==> src/design/srpd_pkg.sv <==
// Package for the sensor reply parser: widths, status codes, header bytes and reset values.
// It has no dependencies. The parser and the top level both use it.
`timescale 1ns / 1ps
`default_nettype none

package srpd_pkg;

  localparam int unsigned ReadingWidth     = 47;
  localparam int unsigned GainWidth        = 32;
  localparam int unsigned DacWidth         = 12;
  localparam int unsigned HeaderLen        = 6;
  localparam int unsigned SpaceSearchEndDefault = 19;
  localparam logic [GainWidth-1:0] DacGainReset = 32'd3477526;
  localparam logic [DacWidth-1:0]  DacMax       = 12'd4095;
  localparam logic [7:0]           CharSpace    = 8'h20;
  localparam logic [7:0]           CharMinus    = 8'h2d;

  typedef enum logic [2:0] {
    STATUS_OK         = 3'd0,
    STATUS_BAD_HEADER = 3'd1,
    STATUS_NEGATIVE   = 3'd2,
    STATUS_NO_SPACE   = 3'd3,
    STATUS_NON_DIGIT  = 3'd4
  } status_e;

  typedef struct packed {
    status_e                 status;
    logic [ReadingWidth-1:0] reading;
  } parse_result_t;

  function automatic logic [7:0] header_byte(input logic [2:0] idx);
    logic [7:0] b;
    case (idx)
      3'd0: b = 8'h23;
      3'd1: b = 8'h4d;
      3'd2: b = 8'h4f;
      3'd3: b = 8'h58;
      3'd4: b = 8'h59;
      3'd5: b = 8'h20;
      default: b = 8'h00;
    endcase
    return b;
  endfunction

endpackage

`default_nettype wire

==> src/design/srpd_parser.sv <==
// Byte-wise parser for one sensor reply: header check, sign check, space search and digits.
// Depends on srpd_pkg. Its state clears when the end transaction is taken.
`timescale 1ns / 1ps
`default_nettype none

module srpd_parser #(
  parameter int unsigned SPACE_SEARCH_END = srpd_pkg::SpaceSearchEndDefault
) (
  input  wire logic                  clk_i,
  input  wire logic                  rst_ni,
  input  wire logic                  byte_en_i,
  input  wire logic                  end_en_i,
  input  wire logic [7:0]            rx_byte_i,
  output srpd_pkg::parse_result_t    result_o
);

  localparam int unsigned PosLimit = SPACE_SEARCH_END + 2;
  localparam int unsigned PosWidth = $clog2(PosLimit + 1);
  localparam int unsigned AccWidth = srpd_pkg::ReadingWidth;

  logic [PosWidth-1:0] pos_q, pos_d;
  logic [AccWidth-1:0] acc_q, acc_d;
  logic space_q, space_d;
  logic header_bad_q, header_bad_d;
  logic sign_bad_q, sign_bad_d;
  logic digit_bad_q, digit_bad_d;

  logic in_header;
  logic in_window;
  logic is_digit;
  logic [AccWidth-1:0] acc_times_ten;

  assign in_header     = pos_q < PosWidth'(srpd_pkg::HeaderLen);
  assign in_window     = !in_header && !space_q && (pos_q < PosWidth'(PosLimit));
  assign is_digit      = rx_byte_i inside {[8'h30:8'h39]};
  assign acc_times_ten = (acc_q << 3) + (acc_q << 1);

  always_comb begin
    pos_d        = pos_q;
    acc_d        = acc_q;
    space_d      = space_q;
    header_bad_d = header_bad_q;
    sign_bad_d   = sign_bad_q;
    digit_bad_d  = digit_bad_q;
    if (end_en_i) begin
      pos_d        = '0;
      acc_d        = '0;
      space_d      = 1'b0;
      header_bad_d = 1'b0;
      sign_bad_d   = 1'b0;
      digit_bad_d  = 1'b0;
    end else if (byte_en_i) begin
      if (in_header) begin
        if (rx_byte_i != srpd_pkg::header_byte(pos_q[2:0])) begin
          header_bad_d = 1'b1;
        end
      end else if (in_window) begin
        if (pos_q == PosWidth'(srpd_pkg::HeaderLen) && rx_byte_i == srpd_pkg::CharMinus) begin
          sign_bad_d = 1'b1;
        end
        if (rx_byte_i == srpd_pkg::CharSpace) begin
          space_d = 1'b1;
        end else if (is_digit) begin
          acc_d = acc_times_ten + AccWidth'(rx_byte_i[3:0]);
        end else begin
          digit_bad_d = 1'b1;
        end
      end
      if (pos_q < PosWidth'(PosLimit)) begin
        pos_d = pos_q + PosWidth'(1);
      end
    end
  end

  always_ff @(posedge clk_i or negedge rst_ni) begin
    if (!rst_ni) begin
      pos_q        <= '0;
      acc_q        <= '0;
      space_q      <= 1'b0;
      header_bad_q <= 1'b0;
      sign_bad_q   <= 1'b0;
      digit_bad_q  <= 1'b0;
    end else begin
      pos_q        <= pos_d;
      acc_q        <= acc_d;
      space_q      <= space_d;
      header_bad_q <= header_bad_d;
      sign_bad_q   <= sign_bad_d;
      digit_bad_q  <= digit_bad_d;
    end
  end

  always_comb begin
    if (header_bad_q || in_header) begin
      result_o.status = srpd_pkg::STATUS_BAD_HEADER;
    end else if (sign_bad_q) begin
      result_o.status = srpd_pkg::STATUS_NEGATIVE;
    end else if (!space_q) begin
      result_o.status = srpd_pkg::STATUS_NO_SPACE;
    end else if (digit_bad_q) begin
      result_o.status = srpd_pkg::STATUS_NON_DIGIT;
    end else begin
      result_o.status = srpd_pkg::STATUS_OK;
    end
    result_o.reading = (result_o.status == srpd_pkg::STATUS_OK) ? acc_q : '0;
  end

endmodule

`default_nettype wire

==> src/design/sensor_reply_parser_to_dac_top.sv <==
// Top level of the sensor reply parser with DAC scaling: parser, multiply stage and output stage.
// Depends on srpd_pkg and srpd_parser.
//
//   Channel   Handshake                 Payload
//   input     in_valid_i / in_ready_o   kind_i, rx_byte_i
//   output    out_valid_o / out_ready_i status_o, reading_o, dac_code_o, dac_saturated_o
//   config    dac_gain_we_i             dac_gain_i
//
// One transaction is taken per cycle while in_ready_o is high. An end transaction's two partial
// products of reading and gain are registered, then their sum and the clamp in the output stage.
// Reset clears the parse state, the held DAC code and both stage valid flags, and loads the
// default gain.
// A stalled output holds the pipeline, and input ready drops only when both stages are full
// and the output is stalled.
`timescale 1ns / 1ps
`default_nettype none

module sensor_reply_parser_to_dac_top #(
  parameter int unsigned SPACE_SEARCH_END = srpd_pkg::SpaceSearchEndDefault
) (
  input  wire logic                                 clk_i,
  input  wire logic                                 rst_ni,
  input  wire logic                                 in_valid_i,
  output logic                                      in_ready_o,
  input  wire logic                                 kind_i,
  input  wire logic [7:0]                           rx_byte_i,
  input  wire logic                                 dac_gain_we_i,
  input  wire logic [srpd_pkg::GainWidth-1:0]       dac_gain_i,
  output logic                                      out_valid_o,
  input  wire logic                                 out_ready_i,
  output logic [2:0]                                status_o,
  output logic [srpd_pkg::ReadingWidth-1:0]         reading_o,
  output logic [srpd_pkg::DacWidth-1:0]             dac_code_o,
  output logic                                      dac_saturated_o
);

  localparam int unsigned RW = srpd_pkg::ReadingWidth;
  localparam int unsigned GW = srpd_pkg::GainWidth;
  localparam int unsigned DW = srpd_pkg::DacWidth;
  localparam int unsigned HiW = RW - GW;

  logic in_accept, byte_en, end_en;
  logic mid_adv, out_adv;
  srpd_pkg::parse_result_t parse_res;

  logic [GW-1:0] gain_q;
  logic [DW-1:0] last_code_q;

  logic mid_valid_q;
  srpd_pkg::status_e mid_status_q;
  logic [RW-1:0] mid_reading_q;
  logic [HiW+GW-1:0] prod_hi_q;
  logic [GW-1:0] prod_lo_q;
  logic [2*GW-1:0] prod_lo_full;

  logic out_valid_q;
  srpd_pkg::status_e out_status_q;
  logic [RW-1:0] out_reading_q;
  logic [DW-1:0] out_code_q;
  logic out_sat_q;

  logic [RW:0] scaled;
  logic over;
  logic mid_ok;
  logic [DW-1:0] new_code;

  assign out_adv    = !out_valid_q || out_ready_i;
  assign mid_adv    = !mid_valid_q || out_adv;
  assign in_ready_o = mid_adv;
  assign in_accept  = in_valid_i && in_ready_o;
  assign byte_en    = in_accept && !kind_i;
  assign end_en     = in_accept && kind_i;

  srpd_parser #(
    .SPACE_SEARCH_END(SPACE_SEARCH_END)
  ) u_parser (
    .clk_i     (clk_i),
    .rst_ni    (rst_ni),
    .byte_en_i (byte_en),
    .end_en_i  (end_en),
    .rx_byte_i (rx_byte_i),
    .result_o  (parse_res)
  );

  always_ff @(posedge clk_i or negedge rst_ni) begin
    if (!rst_ni) begin
      gain_q <= srpd_pkg::DacGainReset;
    end else if (dac_gain_we_i) begin
      gain_q <= dac_gain_i;
    end
  end

  assign prod_lo_full = parse_res.reading[GW-1:0] * gain_q;

  always_ff @(posedge clk_i or negedge rst_ni) begin
    if (!rst_ni) begin
      mid_valid_q <= 1'b0;
    end else if (mid_adv) begin
      mid_valid_q <= end_en;
    end
  end

  always_ff @(posedge clk_i) begin
    if (mid_adv && end_en) begin
      mid_status_q  <= parse_res.status;
      mid_reading_q <= parse_res.reading;
      prod_hi_q     <= parse_res.reading[RW-1:GW] * gain_q;
      prod_lo_q     <= prod_lo_full[2*GW-1:GW];
    end
  end

  assign scaled   = {1'b0, prod_hi_q} + (RW+1)'(prod_lo_q);
  assign over     = |scaled[RW:DW];
  assign mid_ok   = mid_status_q == srpd_pkg::STATUS_OK;
  assign new_code = !mid_ok ? last_code_q : (over ? srpd_pkg::DacMax : scaled[DW-1:0]);

  always_ff @(posedge clk_i or negedge rst_ni) begin
    if (!rst_ni) begin
      out_valid_q <= 1'b0;
      last_code_q <= '0;
    end else if (out_adv) begin
      out_valid_q <= mid_valid_q;
      if (mid_valid_q && mid_ok) begin
        last_code_q <= new_code;
      end
    end
  end

  always_ff @(posedge clk_i) begin
    if (out_adv && mid_valid_q) begin
      out_status_q  <= mid_status_q;
      out_reading_q <= mid_reading_q;
      out_code_q    <= new_code;
      out_sat_q     <= mid_ok && over;
    end
  end

  assign out_valid_o     = out_valid_q;
  assign status_o        = out_status_q;
  assign reading_o       = out_reading_q;
  assign dac_code_o      = out_code_q;
  assign dac_saturated_o = out_sat_q;

endmodule

`default_nettype wire
==> config.mk <==
export PLATFORM = sky130hd
export DESIGN_NAME = sensor_reply_parser_to_dac_top
export DESIGN_NICKNAME = d
export VERILOG_FILES = /design/src/design/srpd_pkg.sv /design/src/design/srpd_parser.sv /design/src/design/sensor_reply_parser_to_dac_top.sv
export SDC_FILE = /design/constraint.sdc
export NUM_CORES = 2
export LEC_CHECK = 0
export BUFFER_PORTS_ARGS = -buffer_cell sky130_fd_sc_hd__buf_4
export CAP_MARGIN = 20
export CORE_MARGIN = 2
export CORE_UTILIZATION = 40
export CTS_CLUSTER_DIAMETER = 60
export DETAILED_ROUTE_END_ITERATION = 8
export SLEW_MARGIN = 30
export SYNTH_ARGS = -nofsm -noshare
export SYNTH_HDL_FRONTEND = slang
export SYNTH_SLANG_ARGS = --single-unit
export TNS_END_PERCENT = 30
==> constraint.sdc <==
create_clock -name clk_i -period 13.27 [get_ports clk_i]
set_clock_uncertainty 0.1 [all_clocks]
set_input_delay 1.327 -clock clk_i [delete_from_list [all_inputs] [get_ports clk_i]]
set_output_delay 1.327 -clock clk_i [all_outputs]
set_load 0.05 [all_outputs]
==> metrics.md <==
| Metric | Value |
|---|---|
| Hold WC Path Type | `reg2reg` |
| Via density | `between 5 and 6` |
| Primary FF master, synth | `edfxtp_1` |
| Final ANT Viol Nets | `0` |
| Non-filler cells, final | `8552` |
| Worst Hold Slack | `~0.32 ns` |
| CTS max path bufs | `3` |
| First-pass GRT wire length | `between 300000 and 400000 um` |
| Sequential fraction of the synthesis area | `13.3%` |
| Core area | `156000 um^2` |
| Synth Area in Adders | `50.9%` |
| Hpwl dp | `around 150000 um` |
| Initial antenna violation count | `12` |
| Synth Area in XOR/XNOR | `roughly 1.9%` |
| Final net count | `slightly above 8000` |
| Worst Tran Pin Value | `0.972 ns` |
| Register area | `8350 um^2` |
| Dpl cell area | `65300 um^2` |
| Avg Inst Size Synth | `9.45 um^2` |
| Syn Inst Count | `6636` |
| Grt total ovfl | `0` |
| Max Slew Vio Count | `0` |
| CP endpoint kind | `register` |
| Synth Area in Simple Gates | `between 10% and 20%` |
| CP Class | `reg2reg` |
| Final GP Congestion | `around 0.90` |
| Netlist cell types | `80` |
| P per Cell Area | `around 44 nW/um^2` |
| Crit start category | `register` |
| Asr flop ratio synth | `roughly a third` |
| Yosys reg bits | `~290` |
| Io pins | `about 110` |
| Max H-tree Level | `2` |
| DIE AREA | `about 160000 um^2` |
| Proportion of synthesized area in mux cells | `less than 1%` |
| Outcome | `finished clean` |
| Most frequent cell on the critical path | `fa_1` |
| Final Hold Viols | `0` |
| Finished layout cell area | `about 67000 um^2` |
| Clk_lat worst skew | `0.68 ns` |
| Fillers | `roughly 15000` |
| Initial DRT Pass Iterations | `6` |
| Leakage | `about 0.035 uW` |
| Row count | `145` |
| Num Clock Sinks | `between 200 and 300` |
| Fin crit share | `between 70 and 80%` |
| Max stage delay on crit path | `around 0.72 ns` |
| Area Overhead vs Synth | `7.00%` |
| Post-CTS Resized | `0` |
| Fmax | `97.0 MHz` |
| Setup violators final | `0` |
| CTS buffer count | `52` |
| Pre-CTS WS | `between 3 and 4 ns` |
| Setup Total Neg Slack | `0 ns` |
| Iteration-0 DRC Markers | `4404` |
| Compound-cell area share of the yosys netlist | `6.25%` |
| Wirelength, routed | `roughly 200000 um` |
| Largest family of logic cells by synthesized area | `adder cells` |
| Minimum clock period | `roughly 10 ns` |
| Area of the multi-input gates | `slightly below 50000 um^2` |
| Max IR drop VDD | `83.7 uV` |
| Clock input transition at the sequential cells of the worst setup and hold paths | `approximately 0.060 ns` |
| Max cap viols | `0` |
| YS warnings | `0` |
| Die height | `400 um` |
| RSZ-0062 raised after global routing | `no` |
| Arr. time, crit path | `about 11 ns` |
| Largest net degree at the start of global routing | `221` |
| Mapped Area | `62700 um^2` |
| Die Wd | `400 um` |
| Initial Util | `~40%` |
| Setup bufs post-CTS | `0` |
| Fraction of layout cells with a size suffix above 1 | `approximately 6.3%` |
| Setup ws final | `2.96 ns` |
| CP Data Required Time | `between 10 and 15 ns` |
| Hold buffer count at CTS | `0` |
| Critical path peak fanout | `approximately 200` |
| Vias in the first global route | `around 50000` |
| Root Driver | `clkbuf_16` |
| Syn Nets | `roughly 8500` |
| Post-synth EDFFs | `between 150 and 200` |
| DRC Markers | `0` |
| GRT Resource Usage Total | `between 20 and 25%` |
| Via count | `~48000` |
| Placed insts | `approximately 8500` |
| WL/cell | `23.0 um` |
| Max-slew headroom | `a little over a third` |
| CP max stage cell | `o2111ai_1` |
| Port Buffers | `110` |
| CTS tree | `built` |
## worst max-delay path, delay by kind of cell, from the launching register on
kind	cells	cell delay, ns
compound gates	8	2.51
xor+xnor	1	0.11
fa+ha+maj	9	4.18
buf+inv	8	0.85
flops	1	0.56
simple gates	6	1.64
## logic make-up after synthesis
| family | Yosys count |
|---|---|
| adder cells (fa/ha/maj) | 1782 |
| AO/OA/AOI/OAI | 603 |
| AND/OR/NAND/NOR | 2100 |
| buffers and inverters | 1680 |
| flip-flops | 294 |
| XOR/XNOR | 133 |
| multiplexers | 44 |
## Yosys cell counts, types with 33 or more instances
master	number	area, um^2
and3_1	803	5020
and2_1	43	269
clkbuf_1	441	1660
a21oi_1	204	1020
ha_1	496	6210
inv_1	1214	4560
nand2_1	881	3310
fa_1	1286	25700
xor2_1	46	403
a21o_1	92	691
edfxtp_1	192	5770
dfrtp_1	94	2350
nor3_1	33	165
nand4_1	42	263
mux2_2	36	405
o21ai_0	96	480
nand3_1	51	255
xnor2_1	87	762
nor2_1	152	571
## sequential cells by signal (all words and copies together) (netlist names), 5 cells and up
register	flops
prod_lo_q	32
last_code_q	12
u_parser.acc_q	47
reading_o	47
prod_hi_q	47
mid_reading_q	47
dac_code_o	12
u_parser.pos_q	5
gain_q	32
## worst paths after layout
path	to	slack [ns]	cells past startpoint	from
setup / recovery	prod_lo_q[28]	2.96	32	u_parser.pos_q[2]
max in group asynchronous	gain_q[17]	11.17	2	rst_ni
hold reg to reg	reading_o[37]	0.32	0	mid_reading_q[37]
hold / removal	reading_o[37]	0.32	0	mid_reading_q[37]
setup reg to reg	prod_lo_q[28]	2.96	32	u_parser.pos_q[2]
min in group asynchronous	last_code_q[11]	0.57	1	rst_ni
## per-layer routing
metal	wire length [um]	track usage [%]	up-vias
met5	24	0	-
met4	7290	8.07	4
met3	18400	4.34	368
met2	88700	39.0	2132
met1	82200	35.3	24700
li1	-	-	20600
## report_power, final
| group | leakage [uW] | switching [uW] | total (uW) | internal, uW |
|---|---|---|---|---|
| sequential | 0.00315 | 72.5 | 1100 | 1020 |
| combinational | 0.0311 | 357 | 457 | 99.4 |
| clock | 0.000878 | 580 | 1410 | 828 |
| total | 0.0352 | 1010 | 2960 | 1950 |
## layout make-up
cell class,count,share of cell area (%)
multi-input combinational,4662,71.6
sequential,294,12.4
inverter,1214,6.80
tap,2058,3.84
timing repair buffer,224,2.60
clock buffer,56,1.98
clock inverter,42,0.701
antenna,2,0.00746
## cells in the final DEF, fill, tap and decap left out, types with 8 or more instances in the layout
| cell type | n |
|---|---|
| mux2_2 | 36 |
| a211oi_1 | 24 |
| a21o_1 | 92 |
| nor2b_1 | 14 |
| and2_1 | 41 |
| buf_4 | 217 |
| mux2i_1 | 8 |
| o21bai_1 | 21 |
| o31ai_1 | 9 |
| inv_8 | 9 |
| a21oi_1 | 204 |
| o211ai_1 | 10 |
| a21boi_0 | 9 |
| nor3_1 | 32 |
| o21ai_0 | 96 |
| and3_1 | 803 |
| nand3_1 | 51 |
| nor2_1 | 151 |
| nand2_1 | 881 |
| edfxtp_1 | 192 |
| inv_1 | 1213 |
| dfrtp_2 | 16 |
| a41oi_1 | 28 |
| o21a_1 | 17 |
| dfrtp_1 | 77 |
| dfstp_2 | 8 |
| xor2_1 | 46 |
| a31oi_1 | 24 |
| fa_1 | 1286 |
| and2_0 | 9 |
| ha_1 | 496 |
| nand2b_1 | 27 |
| xnor2_1 | 87 |
| nand4_1 | 42 |
| clkbuf_16 | 52 |
## stage by stage
stage	util, %	power, uW
finish	43.0	2960
global route	43.0	3050
CTS	43.0	2990
detailed placement	41.8	1560
global placement	41.8	1550
floorplan	-	1320
(Power assumes the default switching activity.)
